$ cat src/hw/rtl/csvtok_pkg.sv
// Shared types and constants for the CSV record tokenizer.
// Depends on nothing; the top level takes every name from here by scope.
package csvtok_pkg;

  // Byte codes that steer the tokenizer.
  localparam logic [7:0] CH_QUOTE = 8'h22;
  localparam logic [7:0] CH_COMMA = 8'h2C;
  localparam logic [7:0] CH_LF    = 8'h0A;
  localparam logic [7:0] CH_CR    = 8'h0D;

  // Configuration port.
  localparam int CFG_DATA_W = 13;
  localparam logic CFG_ROW_LIMIT   = 1'b0;
  localparam logic CFG_FIELD_LIMIT = 1'b1;
  localparam logic [12:0] ROW_LIMIT_RESET   = 13'd4096;
  localparam logic [6:0]  FIELD_LIMIT_RESET = 7'd64;

  typedef enum logic [1:0] {
    KIND_DATA   = 2'd0,
    KIND_FIELD  = 2'd1,
    KIND_RECORD = 2'd2,
    KIND_ERROR  = 2'd3
  } kind_e;

  typedef enum logic [1:0] {
    ERR_ROW_LONG   = 2'd0,
    ERR_FIELDS     = 2'd1,
    ERR_STRAY_QT   = 2'd2,
    ERR_UNTERM_QT  = 2'd3
  } err_e;

  typedef struct packed {
    kind_e       kind;
    logic [7:0]  out_byte;
    logic [11:0] byte_offset;
    logic [12:0] field_length;
    logic [5:0]  field_index;
    err_e        error_code;
  } result_t;

endpackage

$ cat src/hw/rtl/csv_record_tokenizer.sv
// CSV record tokenizer: splits a byte stream into fields and records.
// Depends on csvtok_pkg for byte codes, result kinds and the result struct.

// The tokenizer takes one item per clock cycle: a CSV byte or an end-of-input
// marker. Each item is decoded by a single layer of logic against the parse
// state (field start, plain, quoted, after a closing quote) and its result,
// if any, is registered into the output register, or into the skid register
// while the output register holds an untaken result. Items that make no result
// (an opening quote, a closing quote, the LF of a CRLF) are absorbed with no
// output. The output side has a result register backed by one skid register,
// so a stalled consumer does not stop input until both are full; with the
// consumer always ready the sustained rate is one item per cycle. Quoted
// fields may hold commas, CR and LF, and a doubled quote stands for one
// quote. A record ends at CR, LF or CRLF. Errors (row too long, too many
// fields, stray quote, unterminated quote at end) come out as results of kind
// error. The row and field limits in use are the smaller of the configuration
// register and the ROW_BYTES or MAX_FIELDS parameter. There is no memory and
// no start-up sweep; the block is ready right after reset. The user must write
// configuration only while the block is idle; the block does not enforce it.
module csv_record_tokenizer #(
  parameter int ROW_BYTES  = 4096,
  parameter int MAX_FIELDS = 64
) (
  input  logic                              clk_i,
  input  logic                              rst_ni,
  // Configuration write channel.
  input  logic                              cfg_valid_i,
  output logic                              cfg_ready_o,
  input  logic                              cfg_index_i,
  input  logic [csvtok_pkg::CFG_DATA_W-1:0] cfg_data_i,
  // Input channel.
  input  logic                              in_valid_i,
  output logic                              in_ready_o,
  input  logic                              action_i,
  input  logic [7:0]                        data_byte_i,
  // Result channel.
  output logic                              out_valid_o,
  input  logic                              out_ready_i,
  output logic [1:0]                        kind_o,
  output logic [7:0]                        out_byte_o,
  output logic [11:0]                       byte_offset_o,
  output logic [12:0]                       field_length_o,
  output logic [5:0]                        field_index_o,
  output logic [1:0]                        error_code_o
);

  // Row counters are sized from ROW_BYTES, field counters from MAX_FIELDS.
  // The compare widths also cover the configuration registers.
  localparam int RowW  = $clog2(ROW_BYTES + 1);
  localparam int FldW  = $clog2(MAX_FIELDS + 1);
  localparam int RowCW = (RowW > 13) ? RowW : 13;
  localparam int FldCW = (FldW > 7) ? FldW : 7;

  typedef enum logic [1:0] {
    PH_START  = 2'd0,
    PH_PLAIN  = 2'd1,
    PH_QUOTED = 2'd2,
    PH_AFTERQ = 2'd3
  } phase_e;

  // Configuration registers.
  logic [12:0] row_limit_q;
  logic [6:0]  field_limit_q;

  // Parse state.
  phase_e          phase_q, phase_d;
  logic            pending_cr_q, pending_cr_d;
  logic            bytes_seen_q, bytes_seen_d;
  logic [RowW-1:0] row_len_q, row_len_d;
  logic [RowW-1:0] open_start_q, open_start_d;
  logic [FldW-1:0] fields_q, fields_d;

  // Output register and skid register.
  logic                out_valid_q, skid_valid_q;
  csvtok_pkg::result_t out_q, skid_q;

  // Decode of the current item.
  logic                res_valid;
  csvtok_pkg::result_t res;
  logic                close_req, close_row, push_req;
  logic                in_fire, out_fire;

  logic [RowCW-1:0] row_lim, row_len_x, open_x, len_x;
  logic [FldCW-1:0] fld_lim, fields_x;
  logic             row_full, fields_full;
  logic             is_quote, is_comma, is_lf, is_cr;

  assign cfg_ready_o = 1'b1;
  assign in_ready_o  = ~skid_valid_q;
  assign in_fire     = in_valid_i & in_ready_o;
  assign out_fire    = out_valid_q & out_ready_i;

  assign is_quote = (data_byte_i == csvtok_pkg::CH_QUOTE);
  assign is_comma = (data_byte_i == csvtok_pkg::CH_COMMA);
  assign is_lf    = (data_byte_i == csvtok_pkg::CH_LF);
  assign is_cr    = (data_byte_i == csvtok_pkg::CH_CR);

  // Limits in use and the two full checks.
  assign row_len_x = RowCW'(row_len_q);
  assign open_x    = RowCW'(open_start_q);
  assign len_x     = row_len_x - open_x;
  assign fields_x  = FldCW'(fields_q);
  assign row_lim   = (RowCW'(row_limit_q) < RowCW'(ROW_BYTES)) ?
                     RowCW'(row_limit_q) : RowCW'(ROW_BYTES);
  assign fld_lim   = (FldCW'(field_limit_q) < FldCW'(MAX_FIELDS)) ?
                     FldCW'(field_limit_q) : FldCW'(MAX_FIELDS);
  assign row_full    = (row_len_x >= row_lim);
  assign fields_full = (fields_x >= fld_lim);

  always_comb begin
    phase_d      = phase_q;
    pending_cr_d = pending_cr_q;
    bytes_seen_d = bytes_seen_q;
    row_len_d    = row_len_q;
    open_start_d = open_start_q;
    fields_d     = fields_q;
    res_valid    = 1'b0;
    res          = '0;
    close_req    = 1'b0;
    close_row    = 1'b0;
    push_req     = 1'b0;

    // First pick what the item asks for.
    if (action_i) begin
      if (phase_q == PH_QUOTED) begin
        res_valid      = 1'b1;
        res.kind       = csvtok_pkg::KIND_ERROR;
        res.error_code = csvtok_pkg::ERR_UNTERM_QT;
      end else begin
        pending_cr_d = 1'b0;
        // A final record is closed only if it holds anything.
        if (bytes_seen_q || (fields_q != '0)) begin
          close_req = 1'b1;
          close_row = 1'b1;
        end
      end
    end else if (!(pending_cr_q && is_lf)) begin
      pending_cr_d = 1'b0;
      unique case (phase_q)
        PH_START, PH_PLAIN: begin
          bytes_seen_d = 1'b1;
          if (is_comma) begin
            close_req = 1'b1;
          end else if (is_lf || is_cr) begin
            close_req    = 1'b1;
            close_row    = 1'b1;
            pending_cr_d = is_cr;
          end else if (is_quote) begin
            if (phase_q == PH_PLAIN) begin
              res_valid      = 1'b1;
              res.kind       = csvtok_pkg::KIND_ERROR;
              res.error_code = csvtok_pkg::ERR_STRAY_QT;
            end else begin
              phase_d = PH_QUOTED;
            end
          end else begin
            push_req = 1'b1;
            phase_d  = PH_PLAIN;
          end
        end
        PH_QUOTED: begin
          bytes_seen_d = 1'b1;
          if (is_quote) begin
            phase_d = PH_AFTERQ;
          end else begin
            push_req = 1'b1;
          end
        end
        PH_AFTERQ: begin
          if (is_quote) begin
            // Doubled quote: one literal quote, back inside the field.
            push_req = 1'b1;
            phase_d  = PH_QUOTED;
          end else if (is_comma) begin
            close_req = 1'b1;
          end else if (is_lf || is_cr) begin
            close_req    = 1'b1;
            close_row    = 1'b1;
            pending_cr_d = is_cr;
          end else begin
            res_valid      = 1'b1;
            res.kind       = csvtok_pkg::KIND_ERROR;
            res.error_code = csvtok_pkg::ERR_STRAY_QT;
          end
        end
        default: begin
          phase_d = phase_q;
        end
      endcase
    end else begin
      // The LF of a CRLF is swallowed.
      pending_cr_d = 1'b0;
    end

    // Then carry out a data byte or a field close.
    if (push_req) begin
      res_valid = 1'b1;
      if (row_full) begin
        res.kind       = csvtok_pkg::KIND_ERROR;
        res.error_code = csvtok_pkg::ERR_ROW_LONG;
      end else begin
        res.kind        = csvtok_pkg::KIND_DATA;
        res.out_byte    = data_byte_i;
        res.byte_offset = row_len_x[11:0];
        row_len_d       = row_len_q + RowW'(1);
      end
    end

    if (close_req) begin
      res_valid = 1'b1;
      if (fields_full) begin
        res.kind       = csvtok_pkg::KIND_ERROR;
        res.error_code = csvtok_pkg::ERR_FIELDS;
      end else begin
        res.kind         = close_row ? csvtok_pkg::KIND_RECORD : csvtok_pkg::KIND_FIELD;
        res.byte_offset  = open_x[11:0];
        res.field_length = len_x[12:0];
        res.field_index  = fields_x[5:0];
        phase_d          = PH_START;
        if (close_row) begin
          row_len_d    = '0;
          open_start_d = '0;
          fields_d     = '0;
          bytes_seen_d = 1'b0;
        end else begin
          open_start_d = row_len_q;
          fields_d     = fields_q + FldW'(1);
        end
      end
    end
  end

  always_ff @(posedge clk_i or negedge rst_ni) begin
    if (!rst_ni) begin
      row_limit_q   <= csvtok_pkg::ROW_LIMIT_RESET;
      field_limit_q <= csvtok_pkg::FIELD_LIMIT_RESET;
      phase_q       <= PH_START;
      pending_cr_q  <= 1'b0;
      bytes_seen_q  <= 1'b0;
      row_len_q     <= '0;
      open_start_q  <= '0;
      fields_q      <= '0;
      out_valid_q   <= 1'b0;
      skid_valid_q  <= 1'b0;
      out_q         <= '0;
      skid_q        <= '0;
    end else begin
      if (cfg_valid_i) begin
        unique case (cfg_index_i)
          csvtok_pkg::CFG_ROW_LIMIT:   row_limit_q   <= cfg_data_i[12:0];
          csvtok_pkg::CFG_FIELD_LIMIT: field_limit_q <= cfg_data_i[6:0];
          default:                     row_limit_q   <= row_limit_q;
        endcase
      end

      if (in_fire) begin
        phase_q      <= phase_d;
        pending_cr_q <= pending_cr_d;
        bytes_seen_q <= bytes_seen_d;
        row_len_q    <= row_len_d;
        open_start_q <= open_start_d;
        fields_q     <= fields_d;
      end

      // A held skid entry moves up first; no item is taken meanwhile.
      if (skid_valid_q) begin
        if (out_fire) begin
          out_q        <= skid_q;
          skid_valid_q <= 1'b0;
        end
      end else if (in_fire && res_valid) begin
        if (!out_valid_q || out_fire) begin
          out_q       <= res;
          out_valid_q <= 1'b1;
        end else begin
          skid_q       <= res;
          skid_valid_q <= 1'b1;
        end
      end else if (out_fire) begin
        out_valid_q <= 1'b0;
      end
    end
  end

  assign out_valid_o    = out_valid_q;
  assign kind_o         = out_q.kind;
  assign out_byte_o     = out_q.out_byte;
  assign byte_offset_o  = out_q.byte_offset;
  assign field_length_o = out_q.field_length;
  assign field_index_o  = out_q.field_index;
  assign error_code_o   = out_q.error_code;

  // The skid register is only filled behind a full result register.
  assert property (@(posedge clk_i) disable iff (!rst_ni)
    skid_valid_q |-> out_valid_q)
    else $error("skid entry held without a result in the output register");

  // The open field never starts past the end of the stored row.
  assert property (@(posedge clk_i) disable iff (!rst_ni)
    open_x <= row_len_x)
    else $error("open field start beyond row length");

  // Stored bytes and closed fields stay within their limits.
  assert property (@(posedge clk_i) disable iff (!rst_ni)
    row_len_x <= RowCW'(ROW_BYTES) && fields_x <= FldCW'(MAX_FIELDS))
    else $error("row or field counter exceeds its storage limit");

  // A completed record close leaves the row empty.
  assert property (@(posedge clk_i) disable iff (!rst_ni)
    (in_fire && close_req && close_row && !fields_full) |=>
      (row_len_q == '0 && fields_q == '0 && phase_q == PH_START))
    else $error("record close did not reset the row state");

endmodule
$ cat config.mk
export PLATFORM = sky130hd
export DESIGN_NAME = csv_record_tokenizer
export DESIGN_NICKNAME = d
export VERILOG_FILES = /design/src/hw/rtl/csvtok_pkg.sv /design/src/hw/rtl/csv_record_tokenizer.sv
export SDC_FILE = /design/constraint.sdc
export NUM_CORES = 1
export LEC_CHECK = 0
export ABC_AREA = 1
export BUFFER_PORTS_ARGS = -buffer_cell sky130_fd_sc_hd__buf_2
export CORE_UTILIZATION = 45
export DETAILED_ROUTE_END_ITERATION = 6
export PLACE_DENSITY = 0.71
export RECOVER_POWER = 25
export SYNTH_ARGS = -nofsm -noshare
export SYNTH_HDL_FRONTEND = slang
export SYNTH_SLANG_ARGS = --single-unit
$ cat constraint.sdc
create_clock -name clk_i -period 2.6 [get_ports clk_i]
set_clock_uncertainty 0.15 [all_clocks]
set_input_delay 0.39 -clock clk_i [delete_from_list [all_inputs] [get_ports clk_i]]
set_output_delay 0.39 -clock clk_i [all_outputs]
set_load 0.02 [all_outputs]
Yosys cells after proc, flatten, opt, wreduce, memory -nomap -nowiden
Cells that the tools add are included.

operators by class
  bitwise logic cells = 6
  $lt $le $gt $ge = 4
  muxes and demuxes = 109
  reduce and logical (&&, ||, !) cells = 20
  $add $sub $neg = 3
  eq/ne operators = 10

operators by type and width
  operator               count
  $mux 43                4
  $mux 13                7
  $mux 2                 36
  $mux 1                 48
  $mux 33                1
  $mux 31                1
  $mux 22                1
  $mux 20                1
  $eq 8x4->1 const B     2
  $eq 8x6->1 const B     2
  $mux 7                 2
  $add 13x1->13 const B  1
  $ge 13x13->1           1
  $lt 13x13->1 const B   1
  $sub 13x13->13         1
  $reduce_and 3->1       4
  $pmux 1 s2             4
  $pmux 2 s2             2
  $add 7x1->7 const B    1
  $ge 7x7->1             1
  $lt 7x7->1 const B     1
  $reduce_bool 7->1      1
  $pmux 2 s3             1
  $reduce_and 2->1       3
  14 further kinds       25

storage, ports and cells
  output and inout bits = 46
  register bits = 145

Logic depth before layout (Yosys ltp)
Gate-level depths: netlist (run 1).

  word-level depth = 15
  depth in mapped cells = 19
  mapped depth without buffers = 17

Worst setup path after synthesis (run 1)
OpenSTA, ideal clock, no wires.

  path kind = reg2reg
  from = register row_limit_q[12]
  to = register row_len_q[0]
  arrival time = 2496 ps
  clock period less this slack = 2778 ps
  cell stages (with the launch flop) = 16
  path slack = -178 ps
  buffers on the path = 2
  cell sequence = dfstp_2 > inv_1 > clkbuf_1 > nand2_1 > ha_1 > nand2_1 > nor2_1 > nand2_1 > nand3_1 > nand2_1 > nand3_1 > clkinv_1 > buf_4 > ha_1 > o21ai_0 > o22ai_1

between the ends
  word-level cells in the longest chain between the ends = 8

ends and longest elaborated chain
  element                 RTL line                     text
  from (decl)             csv_record_tokenizer.sv:62   logic [12:0] row_limit_q;
  from (signal assigned)  csv_record_tokenizer.sv:235  row_limit_q <= csvtok_pkg::ROW_LIMIT_RESET;
  from (signal assigned)  csv_record_tokenizer.sv:250  csvtok_pkg::CFG_ROW_LIMIT: row_limit_q <= cfg_data_i[12:0];
  from (signal assigned)  csv_record_tokenizer.sv:252  default: row_limit_q <= row_limit_q;
  $lt 13x13->1            csv_record_tokenizer.sv:103  assign row_lim = (RowCW'(row_limit_q) < RowCW'(ROW_BYTES)) ?
  $mux 13 *               csv_record_tokenizer.sv:103
  $ge 13x13->1 *          csv_record_tokenizer.sv:107  assign row_full = (row_len_x >= row_lim);
  $mux 13 *               csv_record_tokenizer.sv:198  if (row_full) begin
  $mux 13 *               csv_record_tokenizer.sv:196  if (push_req) begin
  $mux 13                 csv_record_tokenizer.sv:220  if (close_row) begin
  $mux 13                 csv_record_tokenizer.sv:211  if (fields_full) begin
  $mux 13 *               csv_record_tokenizer.sv:209  if (close_req) begin
  to (signal assigned)    csv_record_tokenizer.sv:260  row_len_q <= row_len_d;
  to (decl)               csv_record_tokenizer.sv:69   logic [RowW-1:0] row_len_q, row_len_d;

Mark *: on every way between the ends. The rest lies on a longest branch, timed or not.
A chain may end at the register's enable or synchronous reset.

Final worst setup path (run 1)
  from = register row_limit_q[12]
  to = register row_len_q[4]

Same word-level chain as after synthesis.

==> results of run 1 <==
## routing by layer
layer | GRT usage (%) | share of wire (%) | up-vias
met1 | 31.6 | 46 | 3682
met3 | 4.00 | 5.0 | 33
met5 | 0 | 0 | -
met4 | 7.69 | 1.9 | 0
met2 | 37.9 | 47 | 245
li1 | - | - | 3981
## worst min-delay path by stage
| stage | startpoint | end | slack [ns] | cells after the start |
|---|---|---|---|---|
| after global placement | rst_ni | field_length_o[3]$_DFFE_PN0P_ | 0.25 | 1 |
| after floorplan | rst_ni | byte_offset_o[0]$_DFFE_PN0P_ | -0.06 | 0 |
| final | cfg_data_i[10] | row_limit_q[10]$_DFFE_PN0P_ | 0.04 | 2 |
| after CTS | cfg_data_i[9] | row_limit_q[9]$_DFFE_PN0P_ | 0.03 | 2 |
| after global routing | cfg_data_i[9] | row_limit_q[9]$_DFFE_PN0P_ | 0.04 | 2 |
| after detailed placement | rst_ni | field_length_o[6]$_DFFE_PN0P_ | 0.25 | 1 |
## through the flow
step	utilization [%]	worst slack, ns	TNS [ns]	std cells
6_report	55.5	-0.177	-1.40	1526
5_1_grt	55.5	-0.320	-7.11	1526
4_1_cts	53.8	-0.0185	-0.0185	1525
3_5_place_dp	50.5	-0.0597	-0.180	1488
3_3_place_gp	50.5	-0.0662	-0.0662	1488
2_1_floorplan	-	0.0662	0	1175
## where the power goes
part / internal (mW) / switching (mW)
combinational: 1.40 / 2.40
clock: 1.28 / 1.05
sequential: 2.79 / 0.337
total: 5.46 / 3.79
## cell usage in the layout, fill, tap and decap left out, drive strengths merged, types with 23 or more instances in the layout
cell   Yosys  routed
nand2    508     508
dfrtp    143     143
buf       30     127
inv       92      99
nand3     90      90
o21ai     74      74
nor2      66      66
ha        36      36
a21oi     30      30
nand4     23      23
## cell usage after synthesis, types with 2 or more instances
master    instances
o21ai_1          25
o21bai_1          2
clkinv_1          4
inv_2             8
buf_1             3
clkbuf_1         15
a21oi_1          29
nor4_1            3
o21ai_0          48
nor2_1           61
nand3_1          85
nand2_1         498
buf_6             6
nand3b_1          6
o211ai_1          2
buf_2            11
xnor2_1           5
o22ai_1           9
nand3_2           3
nand2_2           5
inv_1            84
nor3_1           11
ha_1             36
buf_4            10
nand3_4           2
mux2_2            5
nand4_1          23
dfrtp_1         143
dfstp_2           2
nand2_4           5
xor2_1            9
o31ai_1           2
nor2_4            3
## critical path, stage by stage, from the launching register on
cell and delay [ns]:
dfstp_2 0.56, clkinvlp_4 0.15, buf_6 0.17, nand2_4 0.06
ha_4 0.21, nand2_2 0.06, inv_2 0.04, nand2_1 0.05
a21oi_1 0.06, nor2_1 0.20, nand3_4 0.11, clkinv_4 0.09
nand3_2 0.13, nor2_1 0.31, nand3_1 0.15, nand2_1 0.12
nor2_1 0.05
## sequential cells by signal (all words and copies together), names as in the netlist
name            count
skid_q             43
field_length_o     13
open_start_q       13
row_len_q          13
row_limit_q        13
byte_offset_o      12
out_byte_o          8
field_limit_q       7
fields_q            7
field_index_o       6
error_code_o        2
kind_o              2
phase_q             2
bytes_seen_q        1
out_valid_o         1
pending_cr_q        1
skid_valid_q        1
## area by class of cell
cell class              instances  area (sq um)  share of cell area, %
repair buffers                131           920                   8.86
multi-input cells             887          4600                   44.3
well taps                     234           293                   2.82
flip-flops and latches        145          3630                   35.0
inverters                      97           375                   3.61
clock buffers                  18           439                   4.23
clock inverters                14           123                   1.18
## kinds of logic (layout without fill, tap and decap cells)
family | Yosys count | in the layout | synth area share [%]
xor+xnor | 14 | 14 | 1.43
mux | 5 | 5 | 0.656
buf+inv | 143 | 260 | 7.41
simple gates | 707 | 707 | 35.0
fa+ha+maj | 37 | 37 | 5.48
compound gates | 123 | 123 | 7.70
flops | 145 | 145 | 42.3
other cells | 1 | 1 | 0.0437
## repair_timing
item / CTS / global route
endpoints found under the setup margin: 13 / 86
gates cloned: 0 / 1
pin swaps: 1 / 19
hold buffers: 1 / 0
buffers inserted: 4 / 1
gates resized for setup: 16 / 64
endpoints found under the hold margin: 56 / 0
==> flow_summary.json, run 1 <==
{
  "grt_pass1_wl_mm": 36.4,
  "drt_iter0_markers": 670,
  "yosys.area.top_type": "dfrtp_1",
  "gr-usage-all-layers_pct": 23.3,
  "grt_pass1_vias": 7266,
  "fin_crit_ns": 2.78,
  "final_nets": 1344,
  "total_power_mw": 9.25,
  "synth_warnings": 0,
  "slew_headroom_pct": -1.22,
  "end_kind": "register",
  "r2r_slack_ns": -0.18,
  "die_w_um": 140,
  "cp-start-kind": "register",
  "antenna_found_initial": 0,
  "violations": "max-capacitance violations, max-slew violations, negative setup slack",
  "netlist_top_cells_area": "dfrtp_1, nand2_1, ha_1",
  "holdWs_ns": 0.0423,
  "postRouteAntennaNets": 0,
  "async_flop_share_pct": 100,
  "grt_max_degree": 59,
  "syn_area_per_cell_sq_um": 7.30,
  "ys_seq_area_share_pct": 42.3,
  "worstSetupPathType": "register to register",
  "drive_gt1_share_pct": 19.2,
  "rsz0062_at_grt": "true",
  "hold_violations": 0,
  "dr_total_vias": 7941,
  "die_area_sq_mm": 0.0196,
  "diodes": 0,
  "endpoint": "row_len_q[4]$_DFFE_PN0P_",
  "max-cap-violations": 1,
  "cp.arrival_ns": 2.94,
  "outcome": "complete, but fails checks",
  "viasPerCell": 5.20,
  "finalSetupViolations": 31,
  "power_leakage_nw": 5.55,
  "cts_buffers": 17,
  "routed_wl_mm": 22.6,
  "timing.final.crit_share_pct": 107,
  "gr-total-overflow": 0,
  "hold_class": "input port to register",
  "yosysTopAreaCellShare_pct": 41.7,
  "clock_sinks": 145,
  "drc": 0,
  "placed_area_sq_mm": 0.00944,
  "r2r_end": "row_len_q[4]$_DFFE_PN0P_",
  "fill_cells": 1738,
  "clockRootBuffer": "clkbuf_16",
  "max_freq_ghz": 0.360,
  "worstPathRequired_ns": 2.76,
  "initial_core_util_pct": 45.9,
  "synth_nets": 1240,
  "ys_types": 45,
  "clk_path_buf_depth": 2,
  "area_growth_pct": 21.0,
  "powerDensity_mw_per_mm2": 891,
  "clk_pin_slew_worst_paths_ns": 0.06,
  "ys_ff_latch": 145,
  "fin_area_sq_mm": 0.0104,
  "wl_per_cell_um": 14.8,
  "gp_congestion": 0.921,
  "ir_worst_vdd_uv": 472,
  "cts_tree": "built",
  "rr_worst_depth": 16,
  "r2r-start": "row_limit_q[12]$_DFFE_PN1P_",
  "die_height_um": 140,
  "core-area_sq_mm": 0.0187,
  "slew_viol_final": 57,
  "io_buffers": 72,
  "synthCells": 1175,
  "io_pins": 74,
  "hpwl_mm": 16.1,
  "synth_flop_cell": "dfrtp_1",
  "cts-htree-levels": 4,
  "tightest_slew_ns": 1.52,
  "fp-row-count": 50,
  "synth_area_sq_mm": 0.00858,
  "synth_enable_flop_cells": 0,
  "path_max_fanout": 8,
  "cp-startpoint": "row_limit_q[12]$_DFFE_PN1P_",
  "firstDrtPassIters": 6,
  "fin_ws_ns": -0.177,
  "insertion_delay_ns": 0.43
}
(Power assumes the default switching activity.)
==> run 2, diff against run 1 <==
- PLACE_DENSITY: 0.71 -> 0.69
- clock period: 2.6 -> 2.61 ns (I/O delays scaled with it)
==> run 2 against run 1 <==
  * The run ends with negative setup slack left
  * Cell count grew 0.26%
  * Die area is the same
  * Total power grew 4.8%
==> flow_summary.json, run 2 (same netlist as run 1, synthesis figures left out) <==
{
  "outcome": "complete, but fails checks",
  "violations": "negative setup slack",
  "slew_headroom_pct": 8.44,
  "use_met1_pct": 33.3,
  "seq_power_share_pct": 32.3,
  "initial_core_util_pct": 45.9,
  "cp-start-kind": "register",
  "critPathSlowestCell": "dfstp_2",
  "fill_cells": 1724,
  "placed_area_sq_mm": 0.00940,
  "postRouteAntennaNets": 0,
  "io_buffers": 72,
  "slew_viol_final": 0,
  "clk_path_buf_depth": 2,
  "fin_area_sq_mm": 0.0107,
  "path_max_fanout": 6,
  "gr-total-overflow": 0,
  "final_core_util_pct": 56.9,
  "tightest_slew_ns": 1.37,
  "die_height_um": 140,
  "clock_power_share_pct": 26.8,
  "regMostFlops": "skid_q",
  "clockRootBuffer": "clkbuf_16",
  "met2_usage_pct": 36.4,
  "grt_pass1_wl_mm": 37.3,
  "largest_register_ffs": 43,
  "fin_ws_ns": -0.0707,
  "end_kind": "register",
  "met3_usage_pct": 4.51,
  "crit_chain": "clkinvlp_4, buf_12, nand2_4, ha_4, nand2_2, inv_2, nand2_2, a21oi_2, nor2_2, nand3_4, clkinv_4, buf_12, nand3_4, buf_4, nand2_1, o21ai_1, o22ai_1",
  "cts_buffers": 17,
  "gp_congestion": 0.958,
  "max-cap-violations": 0,
  "finalSetupViolations": 9,
  "cp-startpoint": "row_limit_q[12]$_DFFE_PN1P_",
  "ir_worst_vdd_uv": 506,
  "holdWs_ns": 0.0423,
  "powerDensity_mw_per_mm2": 911,
  "final-seq-area_sq_mm": 0.00363,
  "clk_pin_slew_worst_paths_ns": 0.06,
  "timing.final.crit_share_pct": 103,
  "cp.arrival_ns": 2.85,
  "max_freq_ghz": 0.373,
  "clock_sinks": 145,
  "comb_power_share_pct": 40.9,
  "diodes": 0,
  "cts-htree-levels": 4,
  "critPathMaxStageDelay_ns": 0.56,
  "busiest_layer": "met2",
  "final_nets": 1348,
  "core-area_sq_mm": 0.0187,
  "layoutNonFillerInstCount": 1530,
  "placed_cells": 1484,
  "firstDrtPassIters": 5,
  "rsz0062_at_grt": "true",
  "hold_violations": 0,
  "drt_iter0_markers": 693,
  "mostFrequentLayoutCells": "nand2_1, dfrtp_1, inv_1, nand3_1, buf_2",
  "power_switching_mw": 3.89,
  "insertion_delay_ns": 0.42,
  "cts_tree": "built",
  "die_w_um": 140,
  "die_area_sq_mm": 0.0196,
  "grt_max_degree": 54,
  "hp-start": "cfg_data_i[8]",
  "worstPathRequired_ns": 2.78,
  "hold_class": "input port to register",
  "viasPerCell": 5.25,
  "power_leakage_nw": 5.64,
  "routed_wl_mm": 23.1,
  "grt_pass1_vias": 7402,
  "hpwl_mm": 16.0,
  "swShare_pct": 40.1,
  "dp_slack_ns": -0.117,
  "fp-row-count": 50,
  "drive_gt1_share_pct": 21.8,
  "io_pins": 74,
  "area_growth_pct": 24.2,
  "fin_crit_ns": 2.68,
  "drc": 0,
  "final.setup.tns_ns": -0.310,
  "r2r-start": "row_limit_q[12]$_DFFE_PN1P_",
  "worstSetupPathType": "register to register",
  "total_power_mw": 9.70,
  "dr_total_vias": 8032,
  "gr-usage-all-layers_pct": 23.7,
  "antenna_found_initial": 0,
  "final_common_cell": "nand2_1",
  "wl_per_cell_um": 15.1,
  "multi_input_area_sq_mm": 0.00474,
  "intPower_mw": 5.81
}
run 2: worst paths after layout:
kind,endpoint,slack (ns),cells after the start
setup reg to reg,row_len_q[1]$_DFFE_PN0P_,-0.07,17
min in group asynchronous,field_length_o[6]$_DFFE_PN0P_,0.67,2
setup / recovery,row_len_q[1]$_DFFE_PN0P_,-0.07,17
max in group asynchronous,field_limit_q[6]$_DFFE_PN1P_,0.57,3
hold reg to reg,field_length_o[12]$_DFFE_PN0P_,0.31,2
hold / removal,row_limit_q[8]$_DFFE_PN0P_,0.04,2
run 2: what timing repair did:
action                     CTS  global route
hold buffers                 1             0
buffers inserted             4             6
pin swaps                    0            27
gates resized for setup     18           105
hold endpoints to repair    50             0
setup endpoints to repair   20           104
gates cloned                 0             3
run 2: final cells by class:
type | count | share of cell area (%)
multi-input combinational | 887 | 44.5
sequential | 145 | 34.1
timing repair buffer | 134 | 9.16
clock buffer | 17 | 3.99
inverter | 97 | 3.63
tap | 234 | 2.75
clock inverter | 15 | 1.82
timing repair inverter | 1 | 0.0470
run 2: worst max-delay path: cells and delay by family, from the launching register on:
kind,cells,cell delay [ns]
and+or+nand+nor,7,0.63
DFF,1,0.56
buffers and inverters,6,0.74
AOI/OAI and AO/OA,3,0.29
adders and majority gates,1,0.21
run 2: layer usage:
layer	part of all wire [%]	wire length, um
met1	47	10900
met2	46	10600
met3	5.0	1160
met4	1.7	387
met5	0	0
run 2: power by group through the flow:
| stage | Sequential, mW | Combinational [mW] | Clock, mW |
|---|---|---|---|
| finish | 3.13 | 3.97 | 2.60 |
| global route | 3.19 | 4.41 | 2.72 |
| CTS | 3.11 | 3.60 | 2.63 |
| detailed placement | 3.15 | 3.54 | 0 |
| global placement | 3.14 | 3.51 | 0 |
| floorplan | 3.31 | 2.25 | 0 |
==> run 3, diff against run 2 <==
- CORE_UTILIZATION: 45 -> 51
- MAX_ROUTING_LAYER: unset -> met4
- PLACE_DENSITY: 0.69 -> 0.76
- SLEW_MARGIN: unset -> 30
==> run 3 against run 2 <==
  * Register-to-register slack got worse by 0.08 ns
  * Fmax down 2.7%
  * Critical path depth stayed put
  * Sequential cell count unchanged
  * Via count shrank 0.50%
  * Sequential share of layout area rose by 0.24 points
  * Critical endpoint is now byte_offset_o[7]$_DFFE_PN0P_
  * The run ends with max-capacitance violations, max-slew violations, negative setup slack left
  * Wire length down 2.0%
  * Non-clock buffer count grew 5
==> flow_summary.json, run 3 (same netlist as run 1, synthesis figures left out) <==
{
  "postRouteAntennaNets": 0,
  "firstDrtPassIters": 5,
  "area_growth_pct": 23.2,
  "hpwl_mm": 15.9,
  "grt_max_degree": 66,
  "slew_headroom_pct": -12.3,
  "fp-row-count": 47,
  "grt_pass1_wl_mm": 35.5,
  "die_height_um": 132,
  "regMostFlops": "skid_q",
  "drive_gt1_share_pct": 20.3,
  "worstSetupPathType": "register to register",
  "finalSetupViolations": 29,
  "cts_buffers": 17,
  "path_max_fanout": 7,
  "clockRootBuffer": "clkbuf_16",
  "hold_class": "input port to register",
  "power_leakage_nw": 5.65,
  "wl_per_cell_um": 14.9,
  "io_pins": 74,
  "slew_viol_final": 65,
  "fin_area_sq_mm": 0.0106,
  "mostFrequentLayoutCells": "nand2_1, dfrtp_1, inv_1, nand3_1, buf_2",
  "ir_worst_vdd_uv": 527,
  "die_w_um": 132,
  "final_nets": 1352,
  "violations": "max-capacitance violations, max-slew violations, negative setup slack",
  "io_buffers": 72,
  "fin_ws_ns": -0.146,
  "placed_cells": 1477,
  "timing.final.crit_share_pct": 106,
  "gp_congestion": 0.946,
  "dp_slack_ns": -0.0450,
  "drc": 0,
  "worstPathRequired_ns": 2.83,
  "layoutNonFillerInstCount": 1520,
  "final.setup.tns_ns": -2.12,
  "max-cap-violations": 1,
  "end_kind": "register",
  "drt_iter0_markers": 640,
  "largest_register_ffs": 43,
  "antenna_found_initial": 0,
  "insertion_delay_ns": 0.43,
  "viasPerCell": 5.26,
  "placed_area_sq_mm": 0.00944,
  "clock_sinks": 145,
  "cp-start-kind": "register",
  "die_area_sq_mm": 0.0173,
  "rsz0062_at_grt": "true",
  "initial_core_util_pct": 51.9,
  "r2r_slack_ns": -0.15,
  "fin_crit_ns": 2.76,
  "gr-total-overflow": 0,
  "total_power_mw": 9.67,
  "clk_path_buf_depth": 2,
  "routed_wl_mm": 22.7,
  "tightest_slew_ns": 1.68,
  "diodes": 0,
  "gr-usage-all-layers_pct": 26.4,
  "grt_pass1_vias": 7254,
  "core-area_sq_mm": 0.0165,
  "cp.arrival_ns": 2.97,
  "max_freq_ghz": 0.363,
  "cts_tree": "built",
  "clk_pin_slew_worst_paths_ns": 0.06,
  "powerDensity_mw_per_mm2": 914,
  "dr_total_vias": 7992,
  "cts-htree-levels": 4,
  "hold_violations": 0,
  "final_common_cell": "nand2_1",
  "outcome": "complete, but fails checks"
}
run 3: changes by cell type in the layout (fill, tap and decap cells not counted), moves of 3 or more:
| cell | change |
|---|---|
| o21ai_2 | -8 |
| inv_6 | -7 |
| o21ai_1 | +7 |
| buf_4 | +6 |
| nand2_1 | +5 |
| clkinvlp_4 | -4 |
| nand2_2 | -4 |
| buf_6 | +3 |
| clkbuf_8 | +3 |
| clkinv_2 | +3 |
| nand3_1 | +3 |
| nand3_2 | -3 |
run 3: worst paths after layout:
kind / from / endpoint / depth (start not counted)
setup / recovery: row_limit_q[12]$_DFFE_PN1P_ / byte_offset_o[7]$_DFFE_PN0P_ / 17
hold / removal: cfg_data_i[7] / row_limit_q[7]$_DFFE_PN0P_ / 2
setup reg to reg: row_limit_q[12]$_DFFE_PN1P_ / byte_offset_o[7]$_DFFE_PN0P_ / 17
hold reg to reg: out_byte_o[3]$_DFFE_PN0P_ / out_byte_o[3]$_DFFE_PN0P_ / 2
max in group asynchronous: rst_ni / field_limit_q[6]$_DFFE_PN1P_ / 3
min in group asynchronous: rst_ni / field_length_o[7]$_DFFE_PN0P_ / 2
run 3: power breakdown:
part           internal, mW  leakage, nW  total [mW]  switching [mW]
registers              2.78         1.93        3.12           0.342
clock network          1.68        0.321        2.67           0.984
logic                  1.44         3.40        3.88            2.45
run 3: timing repair:
item                       4_1_cts  5_1_grt
gates cloned                     0        1
hold buffers                     1        0
gates resized for setup          4       90
pin swaps                        0       16
setup endpoints to repair        6       93
hold endpoints to repair        61        0
buffers inserted                 0        9
run 3: layer usage:
| layer | up-vias | GRT usage, % | share of wire (%) |
|---|---|---|---|
| li1 | 3998 | - | - |
| met1 | 3678 | 35.5 | 45 |
| met2 | 281 | 40.7 | 47 |
| met3 | 35 | 4.24 | 6.1 |
| met4 | 0 | 8.72 | 2.0 |
| met5 | - | - | 0 |
run 3: critical path, stage by stage (launching register included):
cell	delay, ns
dfstp_2	0.55
clkinvlp_4	0.19
buf_4	0.19
nand2_2	0.08
ha_4	0.21
a21oi_1	0.19
nand3_2	0.11
nand2_2	0.10
nand3_4	0.09
inv_6	0.10
buf_8	0.12
nand2_1	0.05
o21ai_1	0.18
buf_4	0.15
nand2_1	0.04
nand2_1	0.07
nand2_1	0.05
nand2_1	0.05
run 3: cell type report:
| class | instances | area [sq um] |
|---|---|---|
| inverter | 97 | 374 |
| clock inverter | 12 | 179 |
| clock buffer | 20 | 467 |
| tap | 220 | 275 |
| sequential | 145 | 3630 |
| fill | 1454 | 5950 |
| timing repair buffer | 139 | 980 |
| multi-input combinational | 887 | 4670 |
run 3: through the flow:
step / util [%] / hold slack (ns)
final: 64.0 / 0.0369
after global routing: 64.0 / 0.0340
after CTS: 61.1 / 0.0307
after detailed placement: 57.2 / 0.277
after global placement: 57.2 / 0.274
after floorplan: - / -0.0541
